<file path="src/rtl/srdbp_pkg.sv">
`timescale 1ns / 1ps
`default_nettype none
// ----------------------------------------------------------------------------
// Scale-root delta bit packer: shared definitions
// Widths, command and register codes, the job record passed from the front
// end to the coder, and the bit length function.
// ----------------------------------------------------------------------------
package srdbp_pkg;

  localparam int VALUE_BITS  = 32;
  localparam int NUM_W       = 32;
  localparam int ROOT_W      = 5;
  localparam int CMD_W       = 2;
  localparam int IDX_W       = 2;
  localparam int NLEN_W      = 6;
  localparam int LEN_W       = 7;
  localparam int CODE_W      = 64;
  localparam int BUF_W       = 72;
  localparam int QUEUE_DEPTH = 2;
  localparam int QPTR_W      = (QUEUE_DEPTH > 1) ? $clog2(QUEUE_DEPTH) : 1;
  localparam int QCNT_W      = $clog2(QUEUE_DEPTH + 1);

  localparam logic [CMD_W-1:0] CMD_DOC   = 2'd0;
  localparam logic [CMD_W-1:0] CMD_COUNT = 2'd1;
  localparam logic [CMD_W-1:0] CMD_LOC   = 2'd2;

  localparam logic [IDX_W-1:0] REG_DOC_ROOT   = 2'd0;
  localparam logic [IDX_W-1:0] REG_COUNT_ROOT = 2'd1;
  localparam logic [IDX_W-1:0] REG_LOC_ROOT   = 2'd2;

  localparam logic [ROOT_W-1:0] DOC_ROOT_RST   = 5'd1;
  localparam logic [ROOT_W-1:0] COUNT_ROOT_RST = 5'd1;
  localparam logic [ROOT_W-1:0] LOC_ROOT_RST   = 5'd4;

  typedef struct packed {
    logic [VALUE_BITS-1:0] number;
    logic [ROOT_W-1:0]     root;
    logic                  has_code;
    logic                  end_doc;
  } job_t;

  typedef struct packed {
    logic idle;
    logic popping;
  } back_stat_t;

  // Number of significant bits, found by halving the search window.
  function automatic logic [NLEN_W-1:0] bit_length(input logic [NUM_W-1:0] x);
    logic [NUM_W-1:0] v;
    logic [4:0]       pos;
    begin
      v   = x;
      pos = '0;
      if (v[31:16] != '0) begin
        pos[4] = 1'b1;
        v      = v >> 16;
      end
      if (v[15:8] != '0) begin
        pos[3] = 1'b1;
        v      = v >> 8;
      end
      if (v[7:4] != '0) begin
        pos[2] = 1'b1;
        v      = v >> 4;
      end
      if (v[3:2] != '0) begin
        pos[1] = 1'b1;
        v      = v >> 2;
      end
      if (v[1]) begin
        pos[0] = 1'b1;
      end
      bit_length = (x == '0) ? '0 : ({1'b0, pos} + 6'd1);
    end
  endfunction

  function automatic logic [CODE_W-1:0] low_mask(input logic [LEN_W-1:0] k);
    begin
      low_mask = (64'd1 << k) - 64'd1;
    end
  endfunction

endpackage
`default_nettype wire

</file>
<file path="src/rtl/srdbp_queue.sv">
`timescale 1ns / 1ps
`default_nettype none
// ----------------------------------------------------------------------------
// Job queue
// Short first-in first-out buffer between the front end and the coder.
// ----------------------------------------------------------------------------
module srdbp_queue
  import srdbp_pkg::*;
(
  input  wire logic clk_i,
  input  wire logic rst_ni,
  input  wire logic push_i,
  input  job_t      push_job_i,
  input  wire logic pop_i,
  output job_t      head_job_o,
  output logic      full_o,
  output logic      empty_o
);

  job_t              mem_q [QUEUE_DEPTH];
  logic [QPTR_W-1:0] wr_ptr_q, rd_ptr_q;
  logic [QCNT_W-1:0] cnt_q;

  assign full_o     = (cnt_q == QCNT_W'(QUEUE_DEPTH));
  assign empty_o    = (cnt_q == '0);
  assign head_job_o = mem_q[rd_ptr_q];

  always_ff @(posedge clk_i) begin
    if (push_i) begin
      mem_q[wr_ptr_q] <= push_job_i;
    end
  end

  always_ff @(posedge clk_i or negedge rst_ni) begin
    if (!rst_ni) begin
      wr_ptr_q <= '0;
      rd_ptr_q <= '0;
      cnt_q    <= '0;
    end else begin
      if (push_i) begin
        wr_ptr_q <= (wr_ptr_q == QPTR_W'(QUEUE_DEPTH - 1)) ? '0 : wr_ptr_q + 1'b1;
      end
      if (pop_i) begin
        rd_ptr_q <= (rd_ptr_q == QPTR_W'(QUEUE_DEPTH - 1)) ? '0 : rd_ptr_q + 1'b1;
      end
      if (push_i && !pop_i) begin
        cnt_q <= cnt_q + 1'b1;
      end else if (pop_i && !push_i) begin
        cnt_q <= cnt_q - 1'b1;
      end
    end
  end

endmodule
`default_nettype wire

</file>
<file path="src/rtl/srdbp_front.sv">
`timescale 1ns / 1ps
`default_nettype none
// ----------------------------------------------------------------------------
// Front end
// Holds the root registers, takes input beats, forms the deltas and turns
// each beat into a job for the coder.
// ----------------------------------------------------------------------------
module srdbp_front
  import srdbp_pkg::*;
(
  input  wire logic              clk_i,
  input  wire logic              rst_ni,
  input  wire logic              cfg_we_i,
  input  wire logic [IDX_W-1:0]  cfg_index_i,
  input  wire logic [ROOT_W-1:0] cfg_data_i,
  input  wire logic              in_valid_i,
  output logic                   in_ready_o,
  input  wire logic [CMD_W-1:0]  command_i,
  input  wire logic [NUM_W-1:0]  value_i,
  input  wire logic              first_of_word_i,
  input  wire logic              end_of_document_i,
  input  wire logic              queue_full_i,
  output logic                   push_o,
  output job_t                   push_job_o
);

  logic [ROOT_W-1:0]     doc_root_q, count_root_q, loc_root_q;
  logic [VALUE_BITS-1:0] prev_doc_q, prev_doc_d;
  logic [VALUE_BITS-1:0] prev_loc_q, prev_loc_d;
  logic [VALUE_BITS-1:0] val, base;
  logic                  accept;

  assign in_ready_o = !queue_full_i;
  assign accept     = in_valid_i && in_ready_o;
  assign push_o     = accept;
  assign val        = value_i[VALUE_BITS-1:0];

  always_comb begin
    prev_doc_d          = prev_doc_q;
    prev_loc_d          = prev_loc_q;
    base                = first_of_word_i ? '0 : prev_doc_q;
    push_job_o.end_doc  = end_of_document_i;
    push_job_o.has_code = 1'b1;
    push_job_o.number   = val;
    push_job_o.root     = count_root_q;
    case (command_i)
      CMD_DOC: begin
        push_job_o.number = val - base;
        push_job_o.root   = doc_root_q;
        prev_doc_d        = val;
        prev_loc_d        = '0;
      end
      CMD_COUNT: begin
        push_job_o.number = val;
        push_job_o.root   = count_root_q;
      end
      CMD_LOC: begin
        push_job_o.number = val - prev_loc_q;
        push_job_o.root   = loc_root_q;
        prev_loc_d        = val;
      end
      default: begin
        // Unused command: no code, but a flush still happens.
        push_job_o.has_code = 1'b0;
      end
    endcase
  end

  always_ff @(posedge clk_i or negedge rst_ni) begin
    if (!rst_ni) begin
      doc_root_q   <= DOC_ROOT_RST;
      count_root_q <= COUNT_ROOT_RST;
      loc_root_q   <= LOC_ROOT_RST;
      prev_doc_q   <= '0;
      prev_loc_q   <= '0;
    end else begin
      if (cfg_we_i) begin
        case (cfg_index_i)
          REG_DOC_ROOT:   doc_root_q   <= cfg_data_i;
          REG_COUNT_ROOT: count_root_q <= cfg_data_i;
          REG_LOC_ROOT:   loc_root_q   <= cfg_data_i;
          default: ;
        endcase
      end
      if (accept) begin
        prev_doc_q <= prev_doc_d;
        prev_loc_q <= prev_loc_d;
      end
    end
  end

endmodule
`default_nettype wire

</file>
<file path="src/rtl/srdbp_back.sv">
`timescale 1ns / 1ps
`default_nettype none
// ----------------------------------------------------------------------------
// Coder and byte packer
// Takes one job at a time, builds its code word, merges it behind the
// pending bits and hands out the completed bytes one beat at a time.
// ----------------------------------------------------------------------------
module srdbp_back
  import srdbp_pkg::*;
(
  input  wire logic clk_i,
  input  wire logic rst_ni,
  input  job_t      head_job_i,
  input  wire logic queue_empty_i,
  output logic      pop_o,
  output back_stat_t stat_o,
  output logic      out_valid_o,
  input  wire logic out_ready_i,
  output logic [7:0] out_byte_o,
  output logic      last_of_run_o
);

  localparam logic [1:0] ST_IDLE  = 2'd0;
  localparam logic [1:0] ST_CODE  = 2'd1;
  localparam logic [1:0] ST_MERGE = 2'd2;
  localparam logic [1:0] ST_EMIT  = 2'd3;

  logic [1:0]        state_q, state_d;
  logic [NUM_W-1:0]  num_q;
  logic [ROOT_W-1:0] root_q;
  logic              has_q, eod_q;
  logic [NLEN_W-1:0] nlen_q;
  logic [CODE_W-1:0] code_q, code_d;
  logic [LEN_W-1:0]  len_q, len_d;
  logic [BUF_W-1:0]  buf_q, buf_d;
  logic [LEN_W-1:0]  tot_q, tot_d;
  logic [7:0]        pend_q, pend_d;
  logic [2:0]        pcnt_q, pcnt_d;
  logic              out_valid_q, out_valid_d;
  logic [7:0]        out_byte_q, out_byte_d;
  logic              last_q, last_d;

  logic [NLEN_W-1:0] prefix, rootbits, root_ext;
  logic [CODE_W-1:0] pre_mask, root_mask;
  logic [LEN_W-1:0]  rem, merge_tot, shamt;
  logic              slot_free;
  logic [NUM_W-1:0]  job_num;

  assign slot_free     = !out_valid_q || out_ready_i;
  assign pop_o         = (state_q == ST_IDLE) && !queue_empty_i;
  assign stat_o.idle    = (state_q == ST_IDLE);
  assign stat_o.popping = pop_o;
  assign out_valid_o   = out_valid_q;
  assign out_byte_o    = out_byte_q;
  assign last_of_run_o = last_q;
  assign job_num       = NUM_W'(head_job_i.number);

  // Code word, right aligned: ones prefix, a zero, then the root bits.
  always_comb begin
    root_ext  = {1'b0, root_q};
    prefix    = (nlen_q > root_ext) ? (nlen_q - root_ext) : '0;
    rootbits  = ((nlen_q != '0) && ((nlen_q - 6'd1) > root_ext)) ? (nlen_q - 6'd1) : root_ext;
    pre_mask  = low_mask({1'b0, prefix});
    root_mask = low_mask({1'b0, rootbits});
    if (has_q) begin
      code_d = (pre_mask << ({1'b0, rootbits} + 7'd1))
             | {{(CODE_W-NUM_W){1'b0}}, num_q & root_mask[NUM_W-1:0]};
      len_d  = {1'b0, prefix} + {1'b0, rootbits} + 7'd1;
    end else begin
      code_d = '0;
      len_d  = '0;
    end
  end

  always_comb begin
    merge_tot = {4'b0, pcnt_q} + len_q;
    shamt     = 7'(BUF_W) - merge_tot;
    rem       = tot_q - 7'd8;
    state_d     = state_q;
    buf_d       = buf_q;
    tot_d       = tot_q;
    pend_d      = pend_q;
    pcnt_d      = pcnt_q;
    out_valid_d = out_valid_q && !out_ready_i;
    out_byte_d  = out_byte_q;
    last_d      = last_q;
    case (state_q)
      ST_IDLE: begin
        if (!queue_empty_i) begin
          state_d = ST_CODE;
        end
      end
      ST_CODE: begin
        state_d = ST_MERGE;
      end
      ST_MERGE: begin
        // The code's first bit lands right behind the pending bits.
        buf_d   = {pend_q, {CODE_W{1'b0}}} | ({8'b0, code_q} << shamt);
        tot_d   = merge_tot;
        state_d = ST_EMIT;
      end
      ST_EMIT: begin
        if (tot_q >= 7'd8) begin
          if (slot_free) begin
            out_valid_d = 1'b1;
            out_byte_d  = buf_q[BUF_W-1 -: 8];
            last_d      = (rem < 7'd8) && !(eod_q && (rem != '0));
            buf_d       = buf_q << 8;
            tot_d       = rem;
          end
        end else if (eod_q && (tot_q != '0)) begin
          if (slot_free) begin
            out_valid_d = 1'b1;
            out_byte_d  = buf_q[BUF_W-1 -: 8];
            last_d      = 1'b1;
            pend_d      = '0;
            pcnt_d      = '0;
            state_d     = ST_IDLE;
          end
        end else begin
          pend_d  = buf_q[BUF_W-1 -: 8];
          pcnt_d  = tot_q[2:0];
          state_d = ST_IDLE;
        end
      end
      default: begin
        state_d = ST_IDLE;
      end
    endcase
  end

  always_ff @(posedge clk_i) begin
    if (pop_o) begin
      num_q  <= job_num;
      root_q <= head_job_i.root;
      has_q  <= head_job_i.has_code;
      eod_q  <= head_job_i.end_doc;
      nlen_q <= bit_length(job_num);
    end
    if (state_q == ST_CODE) begin
      code_q <= code_d;
      len_q  <= len_d;
    end
    buf_q      <= buf_d;
    tot_q      <= tot_d;
    out_byte_q <= out_byte_d;
    last_q     <= last_d;
  end

  always_ff @(posedge clk_i or negedge rst_ni) begin
    if (!rst_ni) begin
      state_q     <= ST_IDLE;
      pend_q      <= '0;
      pcnt_q      <= '0;
      out_valid_q <= 1'b0;
    end else begin
      state_q     <= state_d;
      pend_q      <= pend_d;
      pcnt_q      <= pcnt_d;
      out_valid_q <= out_valid_d;
    end
  end

endmodule
`default_nettype wire

</file>
<file path="src/rtl/scale_root_delta_bit_packer_top.sv">
`timescale 1ns / 1ps
`default_nettype none
// ----------------------------------------------------------------------------
// Scale-root delta bit packer
// Input beats carry a command (document index, entry count or location code),
// a 32-bit value and two flags. Document indices and location codes are
// turned into deltas, each value is coded in scale-2 root-r form and the code
// bits are packed MSB first into bytes on the output channel. A partial byte
// is padded with zeros and sent when end_of_document is set. last_of_run
// marks the final byte that a beat causes; a beat may cause no byte at all.
// Both channels use valid/ready. The root registers are written through the
// plain write port; the user must write them only while the block is idle,
// and the block itself does not enforce this. An accepted beat is written
// into the job queue; the coder, when idle, takes it from the queue, builds
// its code word, merges it behind the pending bits, hands out each completed
// byte through the output register and, unless a flush sends it, parks the
// partial byte before it goes back to idle. The coder sets the rate; a
// two-entry job queue lets the input side keep taking beats while it works.
// When the receiver stalls, the output register holds its byte and the
// coder, then the queue and finally in_ready_o back up.
// Reset clears the pending bits and the previous index and location, and sets
// the roots to 1, 1 and 4.
// ----------------------------------------------------------------------------
module scale_root_delta_bit_packer_top
  import srdbp_pkg::*;
(
  input  wire logic              clk_i,
  input  wire logic              rst_ni,
  input  wire logic              cfg_we_i,
  input  wire logic [IDX_W-1:0]  cfg_index_i,
  input  wire logic [ROOT_W-1:0] cfg_data_i,
  input  wire logic              in_valid_i,
  output logic                   in_ready_o,
  input  wire logic [CMD_W-1:0]  command_i,
  input  wire logic [NUM_W-1:0]  value_i,
  input  wire logic              first_of_word_i,
  input  wire logic              end_of_document_i,
  output logic                   out_valid_o,
  input  wire logic              out_ready_i,
  output logic [7:0]             out_byte_o,
  output logic                   last_of_run_o
);

  logic       push, pop, q_full, q_empty;
  job_t       push_job, head_job;
  back_stat_t back_stat;

  srdbp_front u_front (
    .clk_i             (clk_i),
    .rst_ni            (rst_ni),
    .cfg_we_i          (cfg_we_i),
    .cfg_index_i       (cfg_index_i),
    .cfg_data_i        (cfg_data_i),
    .in_valid_i        (in_valid_i),
    .in_ready_o        (in_ready_o),
    .command_i         (command_i),
    .value_i           (value_i),
    .first_of_word_i   (first_of_word_i),
    .end_of_document_i (end_of_document_i),
    .queue_full_i      (q_full),
    .push_o            (push),
    .push_job_o        (push_job)
  );

  srdbp_queue u_queue (
    .clk_i      (clk_i),
    .rst_ni     (rst_ni),
    .push_i     (push),
    .push_job_i (push_job),
    .pop_i      (pop),
    .head_job_o (head_job),
    .full_o     (q_full),
    .empty_o    (q_empty)
  );

  srdbp_back u_back (
    .clk_i         (clk_i),
    .rst_ni        (rst_ni),
    .head_job_i    (head_job),
    .queue_empty_i (q_empty),
    .pop_o         (pop),
    .stat_o        (back_stat),
    .out_valid_o   (out_valid_o),
    .out_ready_i   (out_ready_i),
    .out_byte_o    (out_byte_o),
    .last_of_run_o (last_of_run_o)
  );

  a_queue_consistent: assert property (@(posedge clk_i) disable iff (!rst_ni)
    !(q_full && q_empty))
    else $error("job queue reports full and empty together");

  a_pop_has_job: assert property (@(posedge clk_i) disable iff (!rst_ni)
    back_stat.popping |-> !q_empty)
    else $error("coder took a job from an empty queue");

  a_coder_starts: assert property (@(posedge clk_i) disable iff (!rst_ni)
    (back_stat.idle && !q_empty) |=> !back_stat.idle)
    else $error("coder stayed idle with a job waiting");

  a_byte_from_coder: assert property (@(posedge clk_i) disable iff (!rst_ni)
    $rose(out_valid_o) |-> $past(!back_stat.idle))
    else $error("output beat appeared while the coder was idle");

endmodule
`default_nettype wire

</file>
<file path="config.mk">
export PLATFORM = sky130hd
export DESIGN_NAME = scale_root_delta_bit_packer_top
export DESIGN_NICKNAME = d
export VERILOG_FILES = /design/src/rtl/srdbp_pkg.sv /design/src/rtl/srdbp_queue.sv /design/src/rtl/srdbp_front.sv /design/src/rtl/srdbp_back.sv /design/src/rtl/scale_root_delta_bit_packer_top.sv
export SDC_FILE = /design/constraint.sdc
export NUM_CORES = 1
export LEC_CHECK = 0
export BUFFER_PORTS_ARGS = -buffer_cell sky130_fd_sc_hd__buf_2
export CAP_MARGIN = 40
export CORE_ASPECT_RATIO = 0.8
export CORE_UTILIZATION = 45
export DETAILED_ROUTE_END_ITERATION = 12
export SYNTH_ARGS = -nofsm -noshare
export SYNTH_HDL_FRONTEND = slang
export SYNTH_SLANG_ARGS = --single-unit
</file>
<file path="constraint.sdc">
create_clock -name clk_i -period 5.65 [get_ports clk_i]
set_clock_uncertainty 0.2 [all_clocks]
set_input_delay 1.13 -clock clk_i [delete_from_list [all_inputs] [get_ports clk_i]]
set_output_delay 1.13 -clock clk_i [all_outputs]
set_load 0.03 [all_outputs]
</file>
==> flow_metrics.env <==
export IMPL_yosysWarnings=0
export IMPL_fmax_mhz=180
export IMPL_required_ns=5.81
export IMPL_avgRoutedWirePerCell_um=26.8
export IMPL_start_util_pct=45.6
export IMPL_final_max_slew_viol_count=0
export IMPL_hp_class="reg -> reg"
export IMPL_critPathKind="reg -> reg"
export IMPL_syn_instance_count=3289
export IMPL_final_nets=3514
export IMPL_worstSetupEndpointType="flip-flop"
export IMPL_relSlewSlack_pct=37.5
export IMPL_clock_path_buffers=3
export IMPL_post_route_util_pct=52.1
export IMPL_synth_fp_nets=3405
export IMPL_grt_overflow=0
export IMPL_worstPathMaxFanout=8
export IMPL_antenna_found_initial=2
export IMPL_cap_violations=0
export IMPL_place_gp_congestion=1.04
export IMPL_drive_gt1_share_pct=19.9
export IMPL_synth_distinct_cells=115
export IMPL_async_reset_ff_share_pct=25.6
export IMPL_grt_total_usage_pct=33.2
export IMPL_fp_dieH_um=233
export IMPL_dpl_cell_area_sq_um=32500
export IMPL_drcViolationCount=0
export IMPL_vias_per_cell=6.64
export IMPL_synth_top_area_share_pct=28.3
export IMPL_rows=84
export IMPL_ioPinCount=59
export IMPL_tightest_slew_ns=0.931
export IMPL_cts_made_buffers=41
export IMPL_ys_top_cells_by_count="402 x nand2_1, 282 x edfxtp_1, 272 x nor2_1"
export IMPL_synthFlopType="edfxtp_1"
export IMPL_dieArea_sq_um=67500
export IMPL_clkSinkCount=379
export IMPL_synth_edf_count=282
export IMPL_fp_dieW_um=290
export IMPL_yosys_area_top_type="edfxtp_1"
export IMPL_clkTransAtPathRegs_ns=0.06
export IMPL_coreArea_sq_um=65700
export IMPL_finalCriticalPeriod_ns=5.55
export IMPL_drtIter0Drc=3564
export IMPL_insertion_delay_ns=0.58
export IMPL_syn_area_sq_um=29900
export IMPL_ys_ff_latch=379
export IMPL_final_hold_violation_count=0
export IMPL_port_buffers=58
export IMPL_finalCritPeriodShare_pct=98.3
export IMPL_rsz0062_at_grt="yes"
export IMPL_grt_max_degree=74
export IMPL_htreeDepth=2
export IMPL_fin_area_sq_um=34200
export IMPL_dp_hpwl_mm=88.8
export IMPL_setup_worst_path_start_class="flip-flop"
export IMPL_status="complete, no violations"
export IMPL_area_growth_syn_to_layout_pct=14.4
export IMPL_vias=28500
export IMPL_grt_pass1_vias=26900
export IMPL_ant_nets=0
export IMPL_finalSetupViolations=0
export IMPL_yosys_top_cells_area="edfxtp_1 28%, dfrtp_1 7.9%, nand2_1 5.0%, mux4_2 4.9%, mux2_2 3.9%"
export IMPL_yosysMostFrequentCell="nand2_1"
export IMPL_cts_root_buf="clkbuf_16"
export IMPL_synth_avg_cell_area_sq_um=9.10
export IMPL_routed_wl_mm=115
export IMPL_cp_arrival_ns=5.71
export IMPL_synth_seq_area_share_pct=36.4
export IMPL_first_pass_iters=7
export IMPL_grt_pass1_wl_mm=172
export IMPL_cts_tree="built"
==> through the flow <==
step                      TNS [ns]  instances  setup WS [ns]  hold slack (ns)
after detailed placement    -0.535       4208         -0.224            0.242
after global placement      -0.541       4203         -0.197            0.248
after floorplan                  0       3289         0.0461            0.226
after CTS                        0       4285         0.0460            0.271
after global routing       -0.0941       4291        -0.0387            0.296
final                            0       4292         0.0978            0.265
==> worst max-delay path, cell delays in order, from the launching register on <==
cell and delay (ns):
edfxtp_1 0.39, inv_1 0.10, ha_1 0.18, inv_1 0.06, fa_2 0.61, buf_4 0.21, or2_2 0.14, a2bb2oi_1 0.35
o2bb2ai_1 0.13, o211a_2 0.30, o31ai_4 0.42, and4_4 0.33, mux2_4 0.36, a221oi_2 0.37, and2_1 0.29, a22oi_1 0.19
mux2_2 0.34, a2111oi_2 0.36
==> registers in the layout, indices dropped and copies added (netlist names), 2 cells and up <==
register / count
u_back.root_q: 5
u_queue.cnt_q: 2
u_back.out_byte_o: 8
u_front.prev_doc_q: 32
u_front.loc_root_q: 5
u_back.state_q: 2
u_back.code_q: 64
u_front.prev_loc_q: 32
u_back.tot_q: 7
u_back.len_q: 7
u_back.buf_q: 72
u_queue.mem_q: 78
u_back.pend_q: 8
u_front.count_root_q: 5
u_back.num_q: 32
u_back.pcnt_q: 3
u_back.nlen_q: 6
u_front.doc_root_q: 5
==> area by class of cell <==
type                       count  area (sq um)
fill                        6024         31500
multi-input combinational   2596         18200
sequential                   379         10900
timing repair buffer         315          2410
clock buffer                  58          1180
tap                          860          1080
inverter                      65           256
clock inverter                18           253
antenna                        1          2.50
==> worst paths after layout <==
path                                  start                     to  slack (ns)  cells after the start
max                        u_back.nlen_q[0]      u_back.code_q[62]         0.1                     17
min                        u_back.buf_q[67]   u_back.out_byte_o[3]        0.27                      0
max reg2reg                u_back.nlen_q[0]      u_back.code_q[62]         0.1                     17
min reg2reg                u_back.buf_q[67]   u_back.out_byte_o[3]        0.27                      0
max in group asynchronous            rst_ni  u_front.loc_root_q[0]        3.80                      2
min in group asynchronous            rst_ni  u_front.prev_loc_q[4]        0.38                      1
==> placed cells by master (no fill, tap or decap), types with 19 or more instances in the layout <==
cell / count
and2_1: 30
a22o_1: 80
o21ai_0: 219
o21a_1: 29
mux2_2: 104
buf_2: 58
clkbuf_16: 42
mux2i_1: 95
o31ai_1: 20
nor3_1: 79
mux4_2: 65
a31oi_1: 38
o211ai_1: 43
xnor2_1: 49
inv_1: 58
a21oi_1: 215
o21ai_1: 19
buf_4: 241
o22ai_1: 35
edfxtp_1: 282
xor2_1: 22
nand2_1: 399
or3_1: 28
nand2b_1: 27
a21o_1: 31
a211oi_1: 61
nand3_1: 98
nor2b_1: 33
nor2_1: 265
nor3b_1: 39
dfrtp_1: 93
ha_1: 57
and3_1: 25
==> cell families after synthesis <==
family / synth area share [%]
xor+xnor: 2.52
fa+ha+maj: 2.92
simple gates: 17.8
compound gates: 23.9
buf+inv: 4.29
flops: 36.4
mux: 12.2
==> repair_timing <==
| item | in CTS | in global routing |
|---|---|---|
| buffers inserted | 1 | 5 |
| hold buffers | 0 | 0 |
| gates cloned | 0 | 1 |
| endpoints found under the setup margin | 8 | 43 |
| resized for setup | 9 | 60 |
| endpoints found under the hold margin | 0 | 0 |
| pin swaps | 1 | 3 |
==> per-layer routing <==
metal	track usage, %	vias to the layer above	part of all wire (%)
li1	-	12700	-
met2	48.9	1521	42
met4	6.72	0	1.8
met5	0	-	0
met3	8.01	155	11
met1	49.3	14100	45
Power is not shown: default switching activity piles up to over one toggle a cycle in this logic, so the estimate is an artifact.
